File: src/rtl/assert_macros.svh
// Assertion macros shared by the RTL of the pulse peak detector.
// Each macro expects signals named clk and rst_n in the scope where it is used.
`ifndef ASSERT_MACROS_SVH
`define ASSERT_MACROS_SVH

// Check that a condition holds on every clock edge outside reset.
`define ASSERT_ALWAYS(lbl, cond, msg) \
    lbl: assert property (@(posedge clk) disable iff (!rst_n) (cond)) \
        else $error(msg);

// Check that the consequent holds in the same cycle as the antecedent.
`define ASSERT_IMPLIES(lbl, ante, cons, msg) \
    lbl: assert property (@(posedge clk) disable iff (!rst_n) (ante) |-> (cons)) \
        else $error(msg);

// Check that the consequent holds in the cycle after the antecedent.
`define ASSERT_NEXT(lbl, ante, cons, msg) \
    lbl: assert property (@(posedge clk) disable iff (!rst_n) (ante) |=> (cons)) \
        else $error(msg);

`endif

File: src/rtl/ppd_pkg.sv
// Package of the pulse peak detector: field widths, filter coefficients,
// register indexes and reset values. No dependencies.
package ppd_pkg;

    // Default datapath sizes
    localparam int SAMPLE_BITS_DEF   = 12;
    localparam int FRACTION_BITS_DEF = 16;

    // Fixed field widths
    localparam int LVL_W      = 12;
    localparam int MS_W       = 16;
    localparam int TIME_W     = 32;
    localparam int WAVE_W     = 21;
    localparam int WAVE_FRAC  = 8;
    localparam int CFG_IDX_W  = 3;
    localparam int CFG_DATA_W = 16;

    // Filter coefficients, 16 fraction bits
    localparam int COEF_W = 16;
    localparam logic [COEF_W-1:0] K_FAST_OLD = 16'd52429;
    localparam logic [COEF_W-1:0] K_FAST_NEW = 16'd13107;
    localparam logic [COEF_W-1:0] K_SLOW_OLD = 16'd65274;
    localparam logic [COEF_W-1:0] K_SLOW_NEW = 16'd262;
    localparam logic [COEF_W-1:0] K_DECAY    = 16'd65208;
    localparam logic [COEF_W-1:0] K_THRESH   = 16'd22938;
    localparam logic [COEF_W:0]   COEF_HALF  = 17'd32768;

    // Register indexes
    localparam logic [CFG_IDX_W-1:0] REG_RAW_HIGH   = 3'd0;
    localparam logic [CFG_IDX_W-1:0] REG_RAW_LOW    = 3'd1;
    localparam logic [CFG_IDX_W-1:0] REG_REFRACTORY = 3'd2;
    localparam logic [CFG_IDX_W-1:0] REG_LED_HOLD   = 3'd3;
    localparam logic [CFG_IDX_W-1:0] REG_THR_FLOOR  = 3'd4;
    localparam logic [CFG_IDX_W-1:0] REG_START_LVL  = 3'd5;

    // Register reset values
    localparam logic [LVL_W-1:0] RAW_HIGH_RST   = 12'd4050;
    localparam logic [LVL_W-1:0] RAW_LOW_RST    = 12'd50;
    localparam logic [MS_W-1:0]  REFRACTORY_RST = 16'd400;
    localparam logic [MS_W-1:0]  LED_HOLD_RST   = 16'd90;
    localparam logic [LVL_W-1:0] THR_FLOOR_RST  = 12'd40;
    localparam logic [LVL_W-1:0] START_LVL_RST  = 12'd2000;

endpackage

File: src/rtl/pulse_peak_detector_core.sv
// Pulse peak detector top level: sequencer around one shared multiplier.
// Depends on ppd_pkg and assert_macros.svh.
//
// A present sample, once accepted, runs through ten sequencer steps before the
// next is taken: they run the fast average, slow average, peak decay and
// threshold products one after another through the single 28x16 multiplier,
// each product registered before it is summed or compared. A sample outside
// the limits goes straight to the last step. The result beat sits in an output
// register; the block holds in its last step while a previous result has not
// been taken. Writing start_level reloads both averages at once.
`include "assert_macros.svh"

module pulse_peak_detector_core #(
    parameter int SAMPLE_BITS   = ppd_pkg::SAMPLE_BITS_DEF,
    parameter int FRACTION_BITS = ppd_pkg::FRACTION_BITS_DEF
) (
    input  logic                                  clk,
    input  logic                                  rst_n,
    input  logic                                  in_valid,
    output logic                                  in_ready,
    input  logic [SAMPLE_BITS-1:0]                raw_sample,
    input  logic [ppd_pkg::TIME_W-1:0]            time_ms,
    output logic                                  out_valid,
    input  logic                                  out_ready,
    output logic                                  sensor_present,
    output logic                                  beat_detected,
    output logic                                  led_lit,
    output logic signed [ppd_pkg::WAVE_W-1:0]     wave_offset,
    input  logic                                  cfg_we,
    input  logic [ppd_pkg::CFG_IDX_W-1:0]         cfg_index,
    input  logic [ppd_pkg::CFG_DATA_W-1:0]        cfg_data
);

    localparam int AVG_W   = SAMPLE_BITS + FRACTION_BITS;
    localparam int COEF_W  = ppd_pkg::COEF_W;
    localparam int PROD_W  = AVG_W + COEF_W;
    localparam int SUM_W   = PROD_W + 1;
    localparam int WAVE_IW = AVG_W + 1;
    localparam int LVL_W   = ppd_pkg::LVL_W;
    localparam int MS_W    = ppd_pkg::MS_W;
    localparam int TIME_W  = ppd_pkg::TIME_W;
    localparam int WAVE_W  = ppd_pkg::WAVE_W;
    localparam int FLR_W   = LVL_W + FRACTION_BITS;
    localparam int THR_W   = (AVG_W > FLR_W) ? AVG_W : FLR_W;
    localparam int CMP_W   = ((THR_W > WAVE_IW) ? THR_W : WAVE_IW) + 2;
    localparam int WSHIFT  = FRACTION_BITS - ppd_pkg::WAVE_FRAC;
    localparam int WIDE_W  = WAVE_IW + WAVE_W;

    typedef enum logic [3:0] {
        ST_IDLE,
        ST_FAST_OLD,
        ST_FAST_NEW,
        ST_FAST_SUM,
        ST_SLOW_OLD,
        ST_SLOW_NEW,
        ST_SLOW_SUM,
        ST_WAVE,
        ST_PEAK,
        ST_THRESH,
        ST_DONE
    } state_t;

    state_t state_reg;

    // Configuration registers
    logic [LVL_W-1:0] raw_high_reg;
    logic [LVL_W-1:0] raw_low_reg;
    logic [MS_W-1:0]  refractory_reg;
    logic [MS_W-1:0]  led_hold_reg;
    logic [LVL_W-1:0] thr_floor_reg;

    // Detector state
    logic [AVG_W-1:0]  fast_reg;
    logic [AVG_W-1:0]  slow_reg;
    logic [AVG_W-1:0]  peak_reg;
    logic              armed_reg;
    logic              led_reg;
    logic [TIME_W-1:0] led_stamp_reg;
    logic [TIME_W-1:0] beat_stamp_reg;
    logic              absent_reg;

    // Working registers
    logic [SAMPLE_BITS-1:0]    raw_reg;
    logic [TIME_W-1:0]         time_reg;
    logic [TIME_W-1:0]         beat_gap_reg;
    logic [TIME_W-1:0]         led_gap_reg;
    logic [PROD_W-1:0]         prod_reg;
    logic [PROD_W-1:0]         acc_reg;
    logic signed [WAVE_IW-1:0] wave_reg;

    // Output registers
    logic                     out_valid_reg;
    logic                     present_reg;
    logic                     beat_reg;
    logic                     led_out_reg;
    logic signed [WAVE_W-1:0] wave_out_reg;

    // Combinational datapath
    logic [AVG_W-1:0]          mul_a;
    logic [COEF_W-1:0]         mul_b;
    logic                      mul_load;
    logic [PROD_W-1:0]         prod;
    logic [SUM_W-1:0]          rnd_sum;
    logic [AVG_W-1:0]          avg_rnd;
    logic [AVG_W-1:0]          prod_hi;
    logic signed [WAVE_IW-1:0] wave_diff;
    logic                      wave_pos;
    logic                      wave_over_peak;
    logic [THR_W-1:0]          thr_mul;
    logic [THR_W-1:0]          thr_flr;
    logic [THR_W-1:0]          thr;
    logic signed [CMP_W-1:0]   wave_c;
    logic signed [CMP_W-1:0]   wave2_c;
    logic signed [CMP_W-1:0]   thr_c;
    logic                      beat_fire;
    logic                      armed_after;
    logic                      armed_new;
    logic                      led_new;
    logic signed [WAVE_IW-1:0] wave_sh;
    logic signed [WIDE_W-1:0]  wave_wide;
    logic                      absent_in;
    logic                      slot_free;
    logic [AVG_W-1:0]          start_avg;

    // Terms of the consistency checks
    logic                      chk_out_beat;
    logic                      chk_beat_ok;
    logic                      chk_out_absent;
    logic                      chk_absent_ok;
    logic                      chk_in_take;
    logic                      chk_sum_step;

    assign in_ready  = (state_reg == ST_IDLE);
    assign slot_free = !out_valid_reg || out_ready;
    assign absent_in = (raw_sample >= raw_high_reg) || (raw_sample <= raw_low_reg);
    assign start_avg = AVG_W'({cfg_data[LVL_W-1:0], {FRACTION_BITS{1'b0}}});

    // Select multiplier operands for each step
    always_comb
    begin
        mul_a    = '0;
        mul_b    = '0;
        mul_load = 1'b1;
        unique case (state_reg)
            ST_FAST_OLD:
            begin
                mul_a = fast_reg;
                mul_b = ppd_pkg::K_FAST_OLD;
            end
            ST_FAST_NEW:
            begin
                mul_a = {raw_reg, {FRACTION_BITS{1'b0}}};
                mul_b = ppd_pkg::K_FAST_NEW;
            end
            ST_SLOW_OLD:
            begin
                mul_a = slow_reg;
                mul_b = ppd_pkg::K_SLOW_OLD;
            end
            ST_SLOW_NEW:
            begin
                mul_a = fast_reg;
                mul_b = ppd_pkg::K_SLOW_NEW;
            end
            ST_WAVE:
            begin
                mul_a = peak_reg;
                mul_b = ppd_pkg::K_DECAY;
            end
            ST_THRESH:
            begin
                mul_a = peak_reg;
                mul_b = ppd_pkg::K_THRESH;
            end
            default:
            begin
                mul_load = 1'b0;
            end
        endcase
    end

    assign prod = PROD_W'(mul_a) * PROD_W'(mul_b);

    // Round the two-term average and drop the coefficient fraction
    assign rnd_sum = SUM_W'(acc_reg) + SUM_W'(prod_reg) + SUM_W'(ppd_pkg::COEF_HALF);
    assign avg_rnd = rnd_sum[COEF_W +: AVG_W];
    assign prod_hi = prod_reg[COEF_W +: AVG_W];

    assign wave_diff = $signed(WAVE_IW'(fast_reg)) - $signed(WAVE_IW'(slow_reg));

    // Peak tracking: raise the decayed peak to a larger positive wave
    assign wave_pos       = !wave_reg[WAVE_IW-1] && (wave_reg != '0);
    assign wave_over_peak = wave_pos && (WAVE_IW'(wave_reg) > WAVE_IW'(prod_hi));

    // Threshold is the larger of the floor and 0.35 times the peak
    assign thr_mul = THR_W'(prod_hi);
    assign thr_flr = THR_W'({thr_floor_reg, {FRACTION_BITS{1'b0}}});
    assign thr     = (thr_mul < thr_flr) ? thr_flr : thr_mul;

    assign wave_c  = CMP_W'(wave_reg);
    assign wave2_c = wave_c <<< 1;
    assign thr_c   = $signed(CMP_W'(thr));

    // Beat, rearm and LED decisions
    assign beat_fire   = !armed_reg && (wave_c > thr_c)
                         && (beat_gap_reg > TIME_W'(refractory_reg));
    assign armed_after = armed_reg || beat_fire;
    assign armed_new   = armed_after && !(wave2_c < thr_c);
    assign led_new     = beat_fire || (led_reg && !(led_gap_reg > TIME_W'(led_hold_reg)));

    // Scale the wave to 8 fraction bits, rounding toward minus infinity
    assign wave_sh   = wave_reg >>> WSHIFT;
    assign wave_wide = WIDE_W'(wave_sh);

    // Sequencer, detector state, configuration and output registers
    always_ff @(posedge clk or negedge rst_n)
    begin
        if (!rst_n)
        begin
            state_reg      <= ST_IDLE;
            raw_high_reg   <= ppd_pkg::RAW_HIGH_RST;
            raw_low_reg    <= ppd_pkg::RAW_LOW_RST;
            refractory_reg <= ppd_pkg::REFRACTORY_RST;
            led_hold_reg   <= ppd_pkg::LED_HOLD_RST;
            thr_floor_reg  <= ppd_pkg::THR_FLOOR_RST;
            fast_reg       <= AVG_W'({ppd_pkg::START_LVL_RST, {FRACTION_BITS{1'b0}}});
            slow_reg       <= AVG_W'({ppd_pkg::START_LVL_RST, {FRACTION_BITS{1'b0}}});
            peak_reg       <= '0;
            armed_reg      <= 1'b0;
            led_reg        <= 1'b0;
            led_stamp_reg  <= '0;
            beat_stamp_reg <= '0;
            absent_reg     <= 1'b0;
            out_valid_reg  <= 1'b0;
            present_reg    <= 1'b0;
            beat_reg       <= 1'b0;
            led_out_reg    <= 1'b0;
            wave_out_reg   <= '0;
        end
        else
        begin
            // Raise the result beat as the last step ends; drop it once taken
            if (state_reg == ST_DONE && slot_free)
            begin
                out_valid_reg <= 1'b1;
            end
            else if (out_ready)
            begin
                out_valid_reg <= 1'b0;
            end

            unique case (state_reg)
                ST_IDLE:
                begin
                    if (in_valid)
                    begin
                        absent_reg <= absent_in;
                        state_reg  <= absent_in ? ST_DONE : ST_FAST_OLD;
                    end
                end
                ST_FAST_OLD: state_reg <= ST_FAST_NEW;
                ST_FAST_NEW: state_reg <= ST_FAST_SUM;
                ST_FAST_SUM:
                begin
                    fast_reg  <= avg_rnd;
                    state_reg <= ST_SLOW_OLD;
                end
                ST_SLOW_OLD: state_reg <= ST_SLOW_NEW;
                ST_SLOW_NEW: state_reg <= ST_SLOW_SUM;
                ST_SLOW_SUM:
                begin
                    slow_reg  <= avg_rnd;
                    state_reg <= ST_WAVE;
                end
                ST_WAVE: state_reg <= ST_PEAK;
                ST_PEAK:
                begin
                    peak_reg  <= wave_over_peak ? wave_reg[AVG_W-1:0] : prod_hi;
                    state_reg <= ST_THRESH;
                end
                ST_THRESH: state_reg <= ST_DONE;
                ST_DONE:
                begin
                    // Hold until the output register is free
                    if (slot_free)
                    begin
                        state_reg <= ST_IDLE;
                        if (absent_reg)
                        begin
                            armed_reg    <= 1'b0;
                            led_reg      <= 1'b0;
                            present_reg  <= 1'b0;
                            beat_reg     <= 1'b0;
                            led_out_reg  <= 1'b0;
                            wave_out_reg <= '0;
                        end
                        else
                        begin
                            armed_reg    <= armed_new;
                            led_reg      <= led_new;
                            present_reg  <= 1'b1;
                            beat_reg     <= beat_fire;
                            led_out_reg  <= led_new;
                            wave_out_reg <= wave_wide[WAVE_W-1:0];
                            if (beat_fire)
                            begin
                                led_stamp_reg  <= time_reg;
                                beat_stamp_reg <= time_reg;
                            end
                        end
                    end
                end
                default: state_reg <= ST_IDLE;
            endcase

            // Configuration writes; start level also reloads the averages
            if (cfg_we)
            begin
                unique case (cfg_index)
                    ppd_pkg::REG_RAW_HIGH:   raw_high_reg   <= cfg_data[LVL_W-1:0];
                    ppd_pkg::REG_RAW_LOW:    raw_low_reg    <= cfg_data[LVL_W-1:0];
                    ppd_pkg::REG_REFRACTORY: refractory_reg <= cfg_data[MS_W-1:0];
                    ppd_pkg::REG_LED_HOLD:   led_hold_reg   <= cfg_data[MS_W-1:0];
                    ppd_pkg::REG_THR_FLOOR:  thr_floor_reg  <= cfg_data[LVL_W-1:0];
                    ppd_pkg::REG_START_LVL:
                    begin
                        fast_reg <= start_avg;
                        slow_reg <= start_avg;
                    end
                    default: ;
                endcase
            end
        end
    end

    // Working registers of the sequencer
    always_ff @(posedge clk)
    begin
        if (in_valid && in_ready)
        begin
            raw_reg  <= raw_sample;
            time_reg <= time_ms;
        end
        if (mul_load)
        begin
            prod_reg <= prod;
        end
        unique case (state_reg)
            ST_FAST_OLD:
            begin
                beat_gap_reg <= time_reg - beat_stamp_reg;
                led_gap_reg  <= time_reg - led_stamp_reg;
            end
            ST_FAST_NEW: acc_reg  <= prod_reg;
            ST_SLOW_NEW: acc_reg  <= prod_reg;
            ST_WAVE:     wave_reg <= wave_diff;
            default: ;
        endcase
    end

    assign out_valid      = out_valid_reg;
    assign sensor_present = present_reg;
    assign beat_detected  = beat_reg;
    assign led_lit        = led_out_reg;
    assign wave_offset    = wave_out_reg;

    // Consistency checks
    assign chk_out_beat   = out_valid_reg && beat_reg;
    assign chk_beat_ok    = present_reg && led_out_reg;
    assign chk_out_absent = out_valid_reg && !present_reg;
    assign chk_absent_ok  = (wave_out_reg == '0) && !led_out_reg && !beat_reg;
    assign chk_in_take    = in_valid && in_ready;
    assign chk_sum_step   = (state_reg == ST_FAST_SUM) || (state_reg == ST_SLOW_SUM);

    `ASSERT_IMPLIES(a_beat_lights_led, chk_out_beat, chk_beat_ok, "beat without LED or sensor")
    `ASSERT_IMPLIES(a_absent_quiet, chk_out_absent, chk_absent_ok, "absent sample not zero")
    `ASSERT_NEXT(a_busy_after_accept, chk_in_take, !in_ready, "second sample taken early")
    `ASSERT_ALWAYS(a_absent_skips_math, !(absent_reg && chk_sum_step), "filters moved while absent")

endmodule

File: config.mk
export PLATFORM = sky130hd
export DESIGN_NAME = pulse_peak_detector_core
export DESIGN_NICKNAME = d
export VERILOG_FILES = /design/src/rtl/ppd_pkg.sv /design/src/rtl/pulse_peak_detector_core.sv
export VERILOG_INCLUDE_DIRS = /design/src /design/src/rtl
export SDC_FILE = /design/constraint.sdc
export NUM_CORES = 2
export LEC_CHECK = 0
export BUFFER_PORTS_ARGS = -buffer_cell sky130_fd_sc_hd__buf_2
export CORE_AREA = 3 3 311 313
export CTS_CLUSTER_DIAMETER = 40
export CTS_CLUSTER_SIZE = 12
export DETAILED_ROUTE_END_ITERATION = 8
export DIE_AREA = 0 0 314 316
export RECOVER_POWER = 50
export SETUP_SLACK_MARGIN = 0.05
export SYNTH_ARGS = -nofsm -noshare
export SYNTH_HDL_FRONTEND = slang
export SYNTH_SLANG_ARGS = --single-unit
File: constraint.sdc
create_clock -name clk -period 25.9 [get_ports clk]
set_input_delay 1.295 -clock clk [delete_from_list [all_inputs] [get_ports clk]]
set_output_delay 1.295 -clock clk [all_outputs]
set_load 0.005 [all_outputs]
Word-level counts from Yosys, hierarchy flattened
Index checks and enable logic that the tools add are counted.
- flip-flop bits (word level): 408
- output and inout bits: 26
- logic and storage cells: 110
- add/sub/neg operators: 4
- multipliers: 1
- order comparisons: 8
- eq/ne operators: 17
- muxes and demuxes: 22
- bitwise operators: 1
- reductions and logical operators: 34
- operators by type and width (operator ; count):
    28-bit 2-to-1 mux ; 8
    28-bit case mux with 4 select lines ; 1
    16-bit case mux with 6 select lines ; 1
    32-bit by 16-bit > comparator with 1-bit output ; 2
    44-bit by 16-bit adder with 44-bit output, second input constant ; 1
    44-bit adder ; 1
    28-bit by 16-bit multiplier with 44-bit output ; 1
    4-bit case mux with 11 select lines ; 1
    32-bit subtractor ; 1
    30-bit by 29-bit less-than comparator with 1-bit output ; 1
    29-bit by 28-bit > comparator with 1-bit output ; 1
    29-bit > comparator ; 1
    29-bit nonzero test ; 1
    28-bit by 28-bit subtractor with 29-bit output ; 1
    28-bit less-than comparator ; 1
    21-bit 2-to-1 mux ; 1
    4-bit by 3-bit equality test with 1-bit output, second input constant ; 4
    2-bit AND reduction ; 8
    4-bit equality test, second input constant ; 3
    12-bit >= comparator ; 1
    12-bit <= comparator ; 1
    4-bit 2-to-1 mux ; 3
    4-bit by 2-bit equality test with 1-bit output, second input constant ; 2
    1-bit logical AND ; 8
    other kinds (15) ; 33

Logic depth before layout (Yosys ltp)
- word-level depth: 8
- gate-level depth with buffers: 33
- gate-level depth less buffers: 29

Worst setup path before layout
OpenSTA, ideal clock, no wires.
- kind: reg2reg
- start: register state_reg[3]
- end: register prod_reg[43] (data pin)
- setup time: 0.260 ns
- data arrival time: 8.367 ns
- setup slack: 17.273 ns
- stages on the path, launching flop included: 29
- clock period less this slack: 8.627 ns
- cells stage by stage: dfrtp_1 > buf_2 > or2_2 > nor2_1 > or2_2 > nor2_1 > clkbuf_1 > nor2_1 > inv_1 > fa_1 > inv_1 > fa_1 > fa_1 > fa_1 > fa_1 > inv_1 > fa_1 > inv_1 > ha_1 > clkbuf_2 > o21ai_0 > a221oi_1 > nand2_1 > o211ai_1 > a31oi_1 > o31a_1 > o2111ai_1 > o211ai_1 > xnor2_1
- longest elaborated chain between the ends: 4
- elaborated cells between the ends (all ways): 11
- those cells by class: mul: 1; eq/ne: 6; mux: 2; reduce/logical: 2
- ends and longest elaborated chain (element ; line ; text):
    from (decl) ; pulse_peak_detector_core.sv:63 ; state_t state_reg;
    from (signal assigned) ; pulse_peak_detector_core.sv:258 ; state_reg <= absent_in ? ST_DONE : ST_FAST_OLD;
    4-bit by 3-bit equality test with 1-bit output (tied with other cells) ; pulse_peak_detector_core.sv:144 ; unique case (state_reg)
    2-bit OR reduction (no line) ; n/a ;
    28-bit case mux with 4 select lines ; pulse_peak_detector_core.sv:144 ;
    28-bit by 16-bit multiplier with 44-bit output (*) ; pulse_peak_detector_core.sv:182 ; assign prod = PROD_W'(mul_a) * PROD_W'(mul_b);
    named net prod[43] ; pulse_peak_detector_core.sv:102 ; logic [PROD_W-1:0] prod;
    to (signal assigned) ; pulse_peak_detector_core.sv:346 ; prod_reg <= prod;
    to (decl) ; pulse_peak_detector_core.sv:87 ; logic [PROD_W-1:0] prod_reg;
The timed path passes the listed nets; every way through them passes the cells marked *.
A chain may end at the register's enable or synchronous reset.

Final worst setup path
- start: register state_reg[0]
- end: register prod_reg[42] (data pin)
Same word-level chain as after synthesis.

==> results.ini <==
[routing]
first_pass_iters=5
drc_errors=0
wire_per_inst_um=20.45
vias=27913
drt_iter0_markers=1950
drt_wl_total_um=107500
viasPerCell=5.312
ant_nets=0

[finish]
final_area_um2=41530
multi_input_area_um2=23810
area_delta_synth_final_pct=10.46
drive_gt1_share_pct=8.074
num-fill-cells=9136
fin_nets=4776
register_area_um2=11220

[timing]
fmax_ghz=0.09161
fin_setup_tns_ns=0
final_max_slew_viol_count=331
grt_setup_unrepaired=false
worstMarginPinSlew_ns=5.888
finalHoldViolCount=0
skew_ns=0.06151
final.period_utilization_pct=42.15
setup_violations=0
fin_crit_ns=10.92
slew_headroom_pct=-292.5

[yosys]
synth-seq-area-share_pct=29.83
synth_cell_types=81
yosysWarnings=0
synth_flop_cell=edfxtp_1
avgSynthCellArea_um2=9.750
synth_area_um2=37590
synthTopCellsByArea=fa_1 (19%), edfxtp_1 (15%), ha_1 (14%), dfrtp_1 (12%), inv_1 (6.0%)
ys_ff_latch=408
netlist.area_leader.share_pct=18.85
synth_nets=4693
yosys.area.top_type=fa_1
synth_enable_flop_cells=193
synthCells=3856
async_reset_ff_share_pct=52.70

[min_path]
worstHoldPathType=reg2reg

[clock_tree]
root_buffer=clkbuf_16
cts_hold_buf=0
insertion_delay_ns=0.65
numCtsBuffers=57
post-cts-setup-buffers=0
cts_sinks=408
ctsResizeCount=0
htreeDepth=2
clk_pin_slew_ns=0.06
tritoncts=yes
clockBufferDepth=3

[critical_path]
worstSetupStartpointType=flop
critical_path.max_stage_delay_ns=1.56
cp_data_required_time_ns=26.29
cp_max_fo=35
cp_common_cell=fa_1
arrival_ns=11.31
crit_path_end_kind=flop
critPathKind=reg2reg
crit_slowest_cell=clkbuf_1

[global_route]
grt_pass1_wl_um=167700
grt_max_degree=103
grt_use_total_pct=21.93
antenna_found_initial=4
grt_pass1_vias=28095
grt-ovfl-total=0

[die]
initial_core_util_pct=39.75
rows=113
die_w_um=314
die_area_um2=99220
io_pins=94
fp.dieH_um=316
core_area_um2=94590

[placed_design]
dpl.hpwl_um=87000
port_buffers=93
routabilityCongestion=0.9510
dpl_cell_area_um2=39610

[status]
status=finished, violations left
violations=capacitance limit, slew limit

[job]
max-cap-violations=6

stage by stage:
step / util, % / hold WS, ns / setup slack, ns / cells
detailed placement: 41.88 / 0.4388 / 16.14 / 5145
global route: 43.91 / 0.4694 / 14.43 / 5255
finish: 43.91 / 0.4484 / 14.98 / 5255
floorplan: - / 0.4188 / 17.27 / 3856
global placement: 41.88 / 0.4354 / 16.31 / 5145
CTS: 43.98 / 0.4486 / 16.10 / 5253
metal layers:
metal	vias to the layer above	GRT usage, %	part of all wire, %
met5	-	0	0.012
met4	2	6.986	3.5
met3	193	3.081	5.1
met2	776	37.23	48
met1	13756	29.03	44
li1	13186	-	-
worst max-delay path: cells and delay by family, from the launching register on:
family                     cells  cell delay, ns
AOI/OAI and AO/OA              6            2.19
xor gates and xnor gates       1            0.09
adders and majority gates      7            3.56
buffers and inverters          5            1.88
DFF                            1            0.76
and+or+nand+nor                7            2.15
cell usage after synthesis, types with 8 or more instances:
| cell type | count |
|---|---|
| a211oi_1 | 18 |
| a21boi_0 | 9 |
| a21o_1 | 114 |
| a21oi_1 | 232 |
| a221o_1 | 8 |
| a221oi_1 | 16 |
| a22oi_1 | 10 |
| a31oi_1 | 23 |
| and2_1 | 21 |
| and3_1 | 22 |
| and4_1 | 17 |
| buf_2 | 9 |
| clkbuf_1 | 85 |
| dfrtp_1 | 183 |
| dfstp_2 | 32 |
| edfxtp_1 | 193 |
| fa_1 | 354 |
| ha_1 | 415 |
| inv_1 | 596 |
| mux2_2 | 23 |
| mux2_4 | 20 |
| mux2i_1 | 31 |
| nand2_1 | 416 |
| nand2b_1 | 51 |
| nand3_1 | 43 |
| nand4_1 | 48 |
| nor2_1 | 274 |
| nor2b_1 | 28 |
| nor3_1 | 38 |
| nor4_1 | 15 |
| o211ai_1 | 19 |
| o21a_1 | 32 |
| o21ai_0 | 170 |
| o21bai_1 | 19 |
| o31ai_1 | 13 |
| or2_2 | 14 |
| or3_1 | 14 |
| xnor2_1 | 85 |
| xor2_1 | 37 |
final cells by class:
cell class | count | share of cell area, %
multi-input cells | 2747 | 57.34
clock buffers | 64 | 3.498
diodes | 2 | 0.01205
flip-flops and latches | 408 | 27.01
repair buffers | 129 | 1.648
clock inverters | 44 | 1.299
well taps | 1265 | 3.811
inverters | 596 | 5.387
final timing paths:
| path | slack [ns] | cells past startpoint | from | endpoint |
|---|---|---|---|---|
| max in group asynchronous | 17.97 | 2 | rst_n | wave_offset[0]$_DFFE_PN0P_ |
| max reg2reg | 14.98 | 26 | state_reg[0]$_DFFE_PN0P_ | prod_reg[42]$_DFFE_PP_ |
| max | 14.98 | 26 | state_reg[0]$_DFFE_PN0P_ | prod_reg[42]$_DFFE_PP_ |
| min in group asynchronous | 2.83 | 1 | rst_n | raw_high_reg[5]$_DFFE_PN0P_ |
| min | 0.45 | 0 | prod_reg[15]$_DFFE_PP_ | acc_reg[15]$_DFFE_PP_ |
| min reg2reg | 0.45 | 0 | prod_reg[15]$_DFFE_PP_ | acc_reg[15]$_DFFE_PP_ |
cells in the final DEF, fill, tap and decap left out, types with 43 or more instances in the layout:
master     count
edfxtp_1     193
o21ai_0      169
ha_1         415
nand2_1      416
nand2b_1      51
a21oi_1      231
clkbuf_16     57
dfrtp_1      183
nand4_1       48
inv_1        596
xnor2_1       85
buf_2         79
a21o_1       114
fa_1         354
nor2_1       269
nand3_1       43
logic make-up after synthesis:
| family | after synthesis | synth area share (%) |
|---|---|---|
| XOR/XNOR | 122 | 2.842 |
| AO/OA/AOI/OAI | 755 | 12.65 |
| multiplexers | 81 | 2.523 |
| buffers and inverters | 701 | 7.092 |
| AND/OR/NAND/NOR | 1018 | 12.34 |
| flip-flops | 408 | 29.83 |
| adder cells (fa/ha/maj) | 771 | 32.72 |
Power is not shown: default switching activity piles up to over one toggle a cycle in this logic, so the estimate is an artifact.
